<file path="src/rtl/plc_pkg.sv">
`timescale 1ns / 1ps
// ----------------------------------------------------------------------------
// plc_pkg
// Shared types and constants for the piecewise linear curve block.
// ----------------------------------------------------------------------------
package plc_pkg;

  localparam int unsigned MaxPointsDefault = 32;
  localparam int unsigned MaxPointsLimit   = 256;
  localparam int unsigned IdxMaxW          = $clog2(MaxPointsLimit);
  localparam int unsigned CntMaxW          = $clog2(MaxPointsLimit + 1);
  localparam int unsigned DataW            = 32;
  localparam int unsigned SlotW            = 5;
  localparam int unsigned QuoW             = DataW + 1;

  typedef enum logic [1:0] {
    KIND_CLEAR  = 2'd0,
    KIND_APPEND = 2'd1,
    KIND_SET    = 2'd2,
    KIND_EVAL   = 2'd3
  } kind_e;

  typedef enum logic [2:0] {
    B_IDLE,
    B_FIRST_D,
    B_LAST_D,
    B_SCAN_D,
    B_SETUP,
    B_MUL,
    B_DIV
  } back_state_e;

  // one classified request travelling from front to back
  typedef struct packed {
    kind_e                     kind;
    logic                      we;
    logic [IdxMaxW-1:0]        waddr;
    logic signed [DataW-1:0]   position;
    logic signed [DataW-1:0]   point_value;
    logic                      status;
    logic [SlotW-1:0]          slot_used;
    logic [CntMaxW-1:0]        count;
  } req_t;

endpackage

</file>
<file path="src/rtl/plc_front.sv">
`timescale 1ns / 1ps
// ----------------------------------------------------------------------------
// plc_front
// Accepts requests, tracks the point count and classifies table writes.
// ----------------------------------------------------------------------------
module plc_front #(
  parameter int unsigned MaxPoints = plc_pkg::MaxPointsDefault
) (
  input  logic                             clk_i,
  input  logic                             rst_ni,
  input  logic                             accept_i,
  input  logic [1:0]                       kind_i,
  input  logic [plc_pkg::SlotW-1:0]        slot_i,
  input  logic signed [plc_pkg::DataW-1:0] position_i,
  input  logic signed [plc_pkg::DataW-1:0] point_value_i,
  output plc_pkg::req_t                    req_o
);

  localparam int unsigned CntW = $clog2(MaxPoints + 1);

  logic [CntW-1:0] count_q, count_d;
  logic [plc_pkg::CntMaxW-1:0] count_ext;
  logic [plc_pkg::CntMaxW-1:0] slot_ext;

  assign count_ext = plc_pkg::CntMaxW'(count_q);
  assign slot_ext  = plc_pkg::CntMaxW'(slot_i);

  // classify the request against the current count
  always_comb begin
    count_d           = count_q;
    req_o             = '0;
    req_o.kind        = plc_pkg::kind_e'(kind_i);
    req_o.position    = position_i;
    req_o.point_value = point_value_i;
    req_o.count       = count_ext;
    unique case (plc_pkg::kind_e'(kind_i))
      plc_pkg::KIND_CLEAR: begin
        count_d = '0;
      end
      plc_pkg::KIND_APPEND: begin
        if (count_ext < plc_pkg::CntMaxW'(MaxPoints)) begin
          req_o.we        = 1'b1;
          req_o.waddr     = plc_pkg::IdxMaxW'(count_q);
          req_o.slot_used = plc_pkg::SlotW'(count_q);
          count_d         = count_q + CntW'(1);
        end else begin
          req_o.status = 1'b1;
        end
      end
      plc_pkg::KIND_SET: begin
        if (slot_ext < count_ext && slot_ext < plc_pkg::CntMaxW'(MaxPoints)) begin
          req_o.we        = 1'b1;
          req_o.waddr     = plc_pkg::IdxMaxW'(slot_i);
          req_o.slot_used = slot_i;
        end else begin
          req_o.status = 1'b1;
        end
      end
      default: begin
      end
    endcase
  end

  // point count
  always_ff @(posedge clk_i or negedge rst_ni) begin
    if (!rst_ni) begin
      count_q <= '0;
    end else if (accept_i) begin
      count_q <= count_d;
    end
  end

endmodule

</file>
<file path="config.mk">
export PLATFORM = sky130hd
export DESIGN_NAME = plc_front
export DESIGN_NICKNAME = d
export VERILOG_FILES = /design/src/rtl/plc_pkg.sv /design/src/rtl/plc_front.sv
export SDC_FILE = /design/constraint.sdc
export NUM_CORES = 1
export LEC_CHECK = 0
export BUFFER_PORTS_ARGS = -buffer_cell sky130_fd_sc_hd__buf_2
export CORE_AREA = 2 2 64 66
export CTS_BUF_LIST = sky130_fd_sc_hd__clkbuf_16
export DETAILED_ROUTE_END_ITERATION = 8
export DIE_AREA = 0 0 66 68
export PLACE_DENSITY = 0.95
export SLEW_MARGIN = 20
export SYNTH_ARGS = -nofsm -noshare
export SYNTH_HDL_FRONTEND = slang
export SYNTH_SLANG_ARGS = --single-unit
</file>
<file path="constraint.sdc">
create_clock -name clk_i -period 3.95 [get_ports clk_i]
set_input_delay 0.5925 -clock clk_i [delete_from_list [all_inputs] [get_ports clk_i]]
set_output_delay 0.5925 -clock clk_i [all_outputs]
set_load 0.02 [all_outputs]
</file>
==> results.tsv, run 1 <==
metric	value	unit
Final nets	203	
Total Routed Length	2.37	mm
clock network power share	0.421	
Place WS	1.34	ns
Largest regs	count_q x6	
power share of the sequential group	0.237	
row count	23	
first-pass GRT wire length	3.73	mm
CTS H-tree lvls	1	
Slew @ Worst Pin	0.571	ns
GRT overflow	0	
sequential area share after synthesis	0.118	
Mean Syn Cell Area	7.80	um^2
number of CTS-inserted buffers	3	
initial antenna violation count	0	
Pre-antenna DRT Iters	4	
boundary pin count	164	
via count	814	
Antenna Cells	0	
top layer in use	met4	
Req. time, crit path	3.36	ns
maxcap violations	0	
Biggest register	count_q	
buffers inserted by post-CTS timing repair	0	
min Tclk post-route	2.65	ns
static leakage	0.000466	uW
Worst path max stage delay	0.41	ns
worst path cell trace	inv_1, ha_1, a21o_1, a21oi_1, o21a_1, a32o_1, buf_2	
Buffers on Ports	29	
Distinct cells, synth	27	
max FFs per register	6	
CTS sink cnt	6	
GPL Wtd Cong	0.791	
Hold Path Class	in2async	
Setup-failing EPs final	0	
Via-to-Cell Ratio	4.82	
die area	4490	um^2
Iteration-0 DRC Markers	22	
Core Box Area	3860	um^2
sum of negative setup slack	0	ns
synthesized area	1270	um^2
CP max FO	7	
post-route DRC violation count	0	
RSZ-0062 raised after global routing	no	
commonest non-fill, non-tap cell in the layout	buf_2	
fin crit share	0.672	
cell accounting for the most synthesized area	buf_4	
largest net degree at the start of global routing	22	
Warnings, synthesis	0	
VDD IR-drop max	0.000114	V
Syn-to-layout area delta	-23.6	%
chip width	66	um
CP Capture Type	output port	
Sw Ratio	0.346	
Crit-path slowest cell	dfrtp_1	
share of layout cells above drive strength 1	0.319	
wl on met1	871	um
Yosys reg bits	6	
CP Data Arrival Time	2.06	ns
total global-route track usage	0.109	
ANT nets after route	0	
Combinational Power Share	0.342	
Die H	68	um
CTS tree	built	
maximum clock path buffer count	2	
met3 routed wirelength	269	um
Hold-fix buffers, CTS	0	
met2 wire len	1.11	mm
Sw Pwr	134	uW
initial core utilization	0.330	
CP Class	reg2out	
post-synth top area share	0.455	
startpoint types	flop	
CP top delay family	compound AO/OA/AOI/OAI gates	
PD cells	398	nW/um^2
WL/cell	14.0	um
PnR worst setup slack	1.30	ns
Slew Viols, Final	0	
most frequent cells in the layout	29 x buf_2, 12 x nand2_1, 10 x o21ai_0, 8 x inv_1, 8 x ha_1	
worst path bufs/invs	2	
Synth Instances	163	
CTS root buf	clkbuf_16	
vias in the first global route	784	
top cells by area, synth	buf_4 45%, dfrtp_1 12%, ha_1 7.9%	
Worst-path clk slew	0.03	ns
Worst Clk Skew	0.000200	ns
number of gates resized after CTS	0	
Clk Latency, worst-skew pair	0.23	ns
Rel. slew slack	0.619	
final hold violation count	0	
Pint	253	uW
DPL Wire Length	1.89	mm
outcome	completed	
f_max	377	MHz
reg-to-reg slack, setup	2.36	ns
-- cells in the mapped netlist --
library cell,count
o31ai_1,1
a41oi_1,1
xnor2_1,2
nand3_1,7
buf_6,1
nand2_1,12
a21oi_1,2
a22o_2,3
and2_1,1
a211oi_1,2
inv_1,8
a32o_1,5
o21a_1,1
nand2b_4,1
nand2b_1,3
a22o_1,1
buf_2,1
ha_1,8
o21ai_0,10
or2b_4,1
clkbuf_1,2
dfrtp_1,6
buf_4,77
a21o_1,1
a2111oi_4,1
conb_1,1
nor2_1,4
-- path summary, 6_finish.rpt --
path                                         from                     end  cells past startpoint
setup / recovery           count_q[3]$_DFFE_PN0P_               req_o[12]                      7
hold / removal                             rst_ni  count_q[0]$_DFFE_PN0P_                      1
setup reg to reg           count_q[5]$_DFFE_PN0P_  count_q[4]$_DFFE_PN0P_                      4
hold reg to reg            count_q[2]$_DFFE_PN0P_  count_q[2]$_DFFE_PN0P_                      1
max in group asynchronous                  rst_ni  count_q[4]$_DFFE_PN0P_                      1
min in group clk_i         count_q[2]$_DFFE_PN0P_  count_q[2]$_DFFE_PN0P_                      1
-- worst reg2reg max path, delay by kind of cell, from the launching register on --
| family | cells | cell delay, ns |
|---|---|---|
| AOI/OAI and AO/OA | 1 | 0.30 |
| DFF | 1 | 0.58 |
| xor gates and xnor gates | 1 | 0.15 |
| and+or+nand+nor | 2 | 0.44 |
-- power by group through the flow --
stage               Combinational (uW)  Clock [uW]  Sequential, uW
floorplan                          186           0            99.6
global placement                   130           0            90.2
detailed placement                 133           0            92.6
CTS                                133         165            91.9
global route                       148         170            94.8
finish                             132         163            91.6
-- logic make-up (layout without fill, tap and decap cells) --
group | Yosys count | in the layout | synth area share
buffers and inverters | 89 | 40 | 0.497
AND/OR/NAND/NOR | 29 | 29 | 0.114
AO/OA/AOI/OAI | 28 | 28 | 0.175
adder cells (fa/ha/maj) | 8 | 8 | 0.0787
flip-flops | 6 | 6 | 0.118
XOR/XNOR | 2 | 2 | 0.0138
other | 1 | 6 | 0.00295
-- stage by stage --
step | util | hold WS [ns] | instances | instance area (um^2) | total power (uW)
finish | 0.252 | 0.177 | 169 | 971 | 386
global route | 0.252 | 0.182 | 169 | 971 | 413
global placement | 0.232 | 0.416 | 166 | 896 | 220
CTS | 0.252 | 0.180 | 169 | 971 | 390
detailed placement | 0.232 | 0.419 | 166 | 896 | 226
floorplan | - | 0.297 | 168 | 1290 | 286
-- layer usage --
layer,track usage,vias to the layer above
met5,0,-
met2,0.165,48
met4,0.102,0
li1,-,371
met1,0.114,371
met3,0.0461,24
-- layout make-up --
type,instances,area [um^2]
fill,451,2890
sequential,6,150
clock buffer,3,75.1
multi-input combinational,73,508
tap,50,62.6
inverter,8,30.0
timing repair buffer,29,145
No activity file was read; power rests on OpenSTA's default activity.
==> inputs of run 2 (changes only) <==
- CORE_AREA: 2 2 64 66 -> unset
- CORE_UTILIZATION: unset -> 29
- DIE_AREA: 0 0 66 68 -> unset
- PLACE_DENSITY: 0.95 -> 0.89
- clock period: 3.95 -> 2.3 ns (I/O delays scaled with it)
==> run 2 against run 1 <==
Against the previous run: clock skew is 0.00074 ns higher; final cell count is 3.6% higher; first-iteration DRC count is 55% higher; die area is 3.7% higher; hold slack better by 0.30 ns; combinational power is 99% higher; cell area is 7.6% higher; largest cell class unchanged; highest routed layer unchanged.
==> results.tsv, run 2 (same netlist as run 1, synthesis figures left out) <==
metric	value	unit	change
placed insts	170		was 166
initial core utilization	0.309		was 0.330
CTS sink cnt	6		unchanged
FF-to-FF Start	count_q[0]$_DFFE_PN0P_		was count_q[5]$_DFFE_PN0P_
clock network power share	0.416		was 0.421
area occupied by multi-input gates	514	um^2	was 508 um^2
Biggest register	count_q		unchanged
Placed Area	926	um^2	was 896 um^2
CTS tree	built		unchanged
fillers	460		was 451
Iteration-0 DRC Markers	34		was 22
Final nets	209		was 203
top layer in use	met4		unchanged
DPL Wire Length	1.90	mm	was 1.89 mm
row count	23		unchanged
post-route insts no fill	175		was 169
post-layout instance area	1040	um^2	was 971 um^2
max FFs per register	6		unchanged
vias in the first global route	778		was 784
Core Box Area	4120	um^2	was 3860 um^2
die area	4650	um^2	was 4490 um^2
CP Class	reg2out		unchanged
static leakage	0.000522	uW	was 0.000466 uW
Largest regs	count_q x6		unchanged
CP Capture Type	output port		unchanged
met2 wire len	957	um	was 1.11 mm
boundary pin count	164		unchanged
largest net degree at the start of global routing	21		was 22
CTS H-tree lvls	1		unchanged
Sw Ratio	0.345		was 0.346
share of layout cells above drive strength 1	0.392		was 0.319
worst path cell trace	inv_2, ha_1, a21o_1, a21oi_1, o21a_2, a32o_1, buf_4		was inv_1, ha_1, a21o_1, a21oi_1, o21a_1, a32o_1, buf_2
maxcap violations	0		unchanged
power share of the sequential group	0.204		was 0.237
most frequent cells in the layout	21 x buf_2, 13 x buf_4, 12 x nand2_1, 10 x o21ai_0, 8 x ha_1		was 29 x buf_2, 12 x nand2_1, 10 x o21ai_0, 8 x inv_1, 8 x ha_1
Via-to-Cell Ratio	4.63		was 4.82
VDD IR-drop max	0.000240	V	was 0.000114 V
GRT overflow	0		unchanged
met3 routed wirelength	264	um	was 269 um
final hold slack	0.481	ns	was 0.177 ns
worst path bufs/invs	2		unchanged
Worst Clk Skew	0.000936	ns	was 0.000200 ns
fin crit share	0.961		
PD cells	663	nW/um^2	was 398 nW/um^2
chip width	68.2	um	was 66 um
Die H	68.2	um	was 68 um
Worst path max stage delay	0.40	ns	was 0.41 ns
WL/cell	13.6	um	was 14.0 um
f_max	452	MHz	
Pint	454	uW	was 253 uW
Antenna Cells	0		unchanged
total global-route track usage	0.110		was 0.109
Hold Path Class	in2async		unchanged
final hold violation count	0		unchanged
via count	811		was 814
RR Endpoint	count_q[4]$_DFFE_PN0P_		unchanged
Syn-to-layout area delta	-17.8	%	was -23.6%
Crit-path slowest cell	dfrtp_1		unchanged
Sw Pwr	239	uW	was 134 uW
GPL Wtd Cong	0.842		was 0.791
number of CTS-inserted buffers	3		unchanged
min Tclk post-route	2.21	ns	
Buffers on Ports	29		unchanged
Combinational Power Share	0.380		was 0.342
startpoint types	flop		unchanged
Worst-path clk slew	0.04	ns	was 0.03 ns
first-pass GRT wire length	3.73	mm	unchanged
RSZ-0062 raised after global routing	yes		was no
CP max FO	7		unchanged
initial antenna violation count	0		unchanged
Slew Viols, Final	0		unchanged
CP Data Arrival Time	1.87	ns	was 2.06 ns
FF/Latch Area	150	um^2	unchanged
Req. time, crit path	1.96	ns	was 3.36 ns
CTS root buf	clkbuf_16		unchanged
commonest non-fill, non-tap cell in the layout	buf_2		unchanged
post-route DRC violation count	0		unchanged
reg-to-reg slack, setup	0.92	ns	was 2.36 ns
outcome	completed		unchanged
CP top delay family	compound AO/OA/AOI/OAI gates		unchanged
Total Routed Length	2.38	mm	was 2.37 mm
Setup-failing EPs final	0		unchanged
Pre-antenna DRT Iters	4		unchanged
maximum clock path buffer count	2		unchanged
Worst Reg-to-Reg Cells	6		was 4
Clk Latency, worst-skew pair	0.23	ns	about the same
wl on met1	1.02	mm	was 871 um
ANT nets after route	0		unchanged
==> run 2: cell types whose count changed in the layout (fill, tap and decap cells not counted), sizes merged <==
cell,before,now
buf,29,34
dlygate4sd3,0,1
==> run 2: power by group through the flow <==
stage	combinational [uW]	clock, uW	sequential, uW
after global placement	250	0	143
after CTS	257	291	142
after global routing	299	300	145
final	263	288	141
after detailed placement	254	0	143
after floorplan	320	0	171
==> run 2: per-layer routing <==
metal | track usage | vias up
met5 | 0 | -
met4 | 0.0964 | 0
met3 | 0.0350 | 20
met2 | 0.153 | 54
met1 | 0.133 | 353
li1 | - | 384
==> run 2: stage by stage <==
step           setup slack, ns   util  total power (uW)  setup TNS [ns]
4_1_cts                 0.0199  0.246               691               0
3_5_place_dp             0.141  0.225               397               0
2_1_floorplan           0.0458      -               491               0
5_1_grt                -0.0166  0.254               744         -0.0828
6_report                0.0886  0.254               693               0
3_3_place_gp             0.202  0.225               393               0
==> run 2: worst max-delay path by stage <==
stage | cells past startpoint | start | slack (ns) | to
after floorplan | 7 | count_q[3]$_DFFE_PN0P_ | 0.05 | req_o[79]
after global placement | 7 | count_q[3]$_DFFE_PN0P_ | 0.20 | req_o[10]
after detailed placement | 7 | count_q[3]$_DFFE_PN0P_ | 0.14 | req_o[10]
after CTS | 7 | count_q[3]$_DFFE_PN0P_ | 0.02 | req_o[10]
after global routing | 7 | count_q[3]$_DFFE_PN0P_ | -0.02 | req_o[82]
final | 7 | count_q[3]$_DFFE_PN0P_ | 0.09 | req_o[12]
==> run 2: timing repair <==
item                                    CTS  global route
gates resized for setup                   2            12
setup buffers                             0             1
endpoints found under the setup margin   11            10
pin swaps                                 0             3
endpoints found under the hold margin     6             0
hold buffers                              1             0
==> run 2: cell type report <==
| class | instances | area share |
|---|---|---|
| Sequential cell | 6 | 0.144 |
| Clock buffer | 3 | 0.0719 |
| Multi-Input combinational cell | 73 | 0.492 |
| Inverter | 8 | 0.0287 |
| Timing Repair Buffer | 35 | 0.204 |
| Tap cell | 50 | 0.0599 |
==> inputs of run 3 (changes only) <==
- CORE_ASPECT_RATIO: unset -> 1.1
==> run 3 against run 2 <==
Against the previous run: non-clock buffer count rose by 1; clock power fell by 1%; final cell count rose by 1.7%; cell area fell by 1.1%; global-route usage rose by 0.91 points; utilization fell by 0.081 points; critical path depth did not move; highest routed layer unchanged; wire length rose by 7.6%; largest power group unchanged; die area barely moved.
==> results.tsv, run 3 (same netlist as run 1, synthesis figures left out) <==
metric	value	unit	change
CP Data Arrival Time	1.87	ns	about the same
DPL Wire Length	1.97	mm	was 1.90 mm
reg-to-reg slack, setup	0.93	ns	was 0.92 ns
worst path cell trace	inv_2, ha_1, a21o_1, a21oi_1, o21a_2, a32o_1, buf_2		was inv_2, ha_1, a21o_1, a21oi_1, o21a_2, a32o_1, buf_4
Via-to-Cell Ratio	4.66		was 4.63
CTS root buf	clkbuf_16		unchanged
Clk Latency, worst-skew pair	0.23	ns	about the same
row count	24		was 23
Crit-path slowest cell	dfrtp_1		unchanged
wl on met1	987	um	was 1.02 mm
commonest non-fill, non-tap cell in the layout	buf_2		unchanged
Final nets	210		was 209
most frequent cells in the layout	29 x buf_2, 12 x nand2_1, 10 x o21ai_0, 8 x ha_1		was 21 x buf_2, 13 x buf_4, 12 x nand2_1, 10 x o21ai_0, 8 x ha_1
Pre-antenna DRT Iters	3		was 4
Total Routed Length	2.56	mm	was 2.38 mm
worst path bufs/invs	2		unchanged
min Tclk post-route	2.21	ns	about the same
die area	4650	um^2	about the same
area occupied by multi-input gates	513	um^2	was 514 um^2
first-pass GRT wire length	4.10	mm	was 3.73 mm
initial core utilization	0.311		was 0.309
CP top delay family	compound AO/OA/AOI/OAI gates		unchanged
Hold Path Class	in2async		unchanged
GRT overflow	0		unchanged
Die H	71.4	um	was 68.2 um
number of CTS-inserted buffers	3		unchanged
boundary pin count	164		unchanged
final hold slack	0.490	ns	was 0.481 ns
outcome	completed		unchanged
PD cells	669	nW/um^2	was 663 nW/um^2
fillers	470		was 460
WL/cell	14.4	um	was 13.6 um
maximum clock path buffer count	2		unchanged
Req. time, crit path	1.96	ns	about the same
largest net degree at the start of global routing	21		unchanged
CP max FO	7		unchanged
chip width	65.1	um	was 68.2 um
CTS sink cnt	6		unchanged
fin util	0.253		was 0.254
met3 routed wirelength	267	um	was 264 um
via count	829		was 811
CTS tree	built		unchanged
Placed Area	928	um^2	was 926 um^2
share of layout cells above drive strength 1	0.389		was 0.392
maxcap violations	0		unchanged
f_max	452	MHz	about the same
Worst Clk Skew	0.00319	ns	was 0.000936 ns
GPL Wtd Cong	0.870		was 0.842
FF/Latch Area	150	um^2	unchanged
met2 wire len	1.12	mm	was 957 um
Buffers on Ports	29		unchanged
Worst-path clk slew	0.03	ns	was 0.04 ns
final hold violation count	0		unchanged
ANT nets after route	0		unchanged
Iteration-0 DRC Markers	16		was 34
post-layout instance area	1030	um^2	was 1040 um^2
Syn-to-layout area delta	-18.7	%	was -17.8%
Setup-failing EPs final	0		unchanged
Antenna Cells	0		unchanged
Core Box Area	4080	um^2	was 4120 um^2
Biggest register	count_q		unchanged
top layer in use	met4		unchanged
fin crit share	0.961		about the same
startpoint types	flop		unchanged
CP Class	reg2out		unchanged
vias in the first global route	817		was 778
initial antenna violation count	0		unchanged
CTS H-tree lvls	1		unchanged
VDD IR-drop max	0.000293	V	was 0.000240 V
total global-route track usage	0.119		was 0.110
CP Capture Type	output port		unchanged
Largest regs	count_q x6		unchanged
max FFs per register	6		unchanged
static leakage	0.000522	uW	about the same
sum of negative setup slack	0	ns	unchanged
post-route DRC violation count	0		unchanged
Worst path max stage delay	0.40	ns	about the same
Slew Viols, Final	0		unchanged
==> run 3: worst paths after layout <==
kind                                        start  depth (start not counted)                endpoint
max                        count_q[3]$_DFFE_PN0P_                          7               req_o[79]
min                                        rst_ni                          2  count_q[1]$_DFFE_PN0P_
min in group clk_i                       accept_i                          4  count_q[3]$_DFFE_PN0P_
max in group asynchronous                  rst_ni                          2  count_q[3]$_DFFE_PN0P_
max reg2reg                count_q[0]$_DFFE_PN0P_                          6  count_q[4]$_DFFE_PN0P_
min reg2reg                count_q[2]$_DFFE_PN0P_                          1  count_q[2]$_DFFE_PN0P_
==> run 3: power by group <==
group | internal (uW) | leakage, uW | switching [uW] | total [uW]
Clock | 223 | 0.0000370 | 60.3 | 284
Combinational | 104 | 0.000404 | 161 | 266
Sequential | 124 | 0.0000808 | 18.6 | 143
Total | 452 | 0.000522 | 240 | 692
==> run 3: cell type report <==
class / instances / area share
sequential: 6 / 0.145
timing repair buffer: 36 / 0.194
inverter: 8 / 0.0291
tap: 52 / 0.0630
multi-input combinational: 73 / 0.496
clock buffer: 3 / 0.0726
==> run 3: repair_timing <==
| item | CTS | global route |
|---|---|---|
| buffers inserted | 0 | 2 |
| endpoints found under the hold margin | 6 | 0 |
| hold buffers | 1 | 0 |
| gates resized for setup | 1 | 4 |
| setup endpoints to repair | 10 | 10 |
==> run 3: metrics by stage <==
step | worst slack [ns] | total power (uW) | instances
finish | 0.0886 | 692 | 178
global route | -0.00864 | 740 | 178
CTS | 0.00942 | 693 | 176
detailed placement | 0.169 | 404 | 172
global placement | 0.228 | 395 | 172
floorplan | 0.0458 | 491 | 168
==> run 3: per-layer routing <==
metal | up-vias | GRT usage
li1 | 384 | -
met1 | 364 | 0.127
met2 | 46 | 0.169
met3 | 35 | 0.0462
met4 | 0 | 0.130
met5 | - | 0
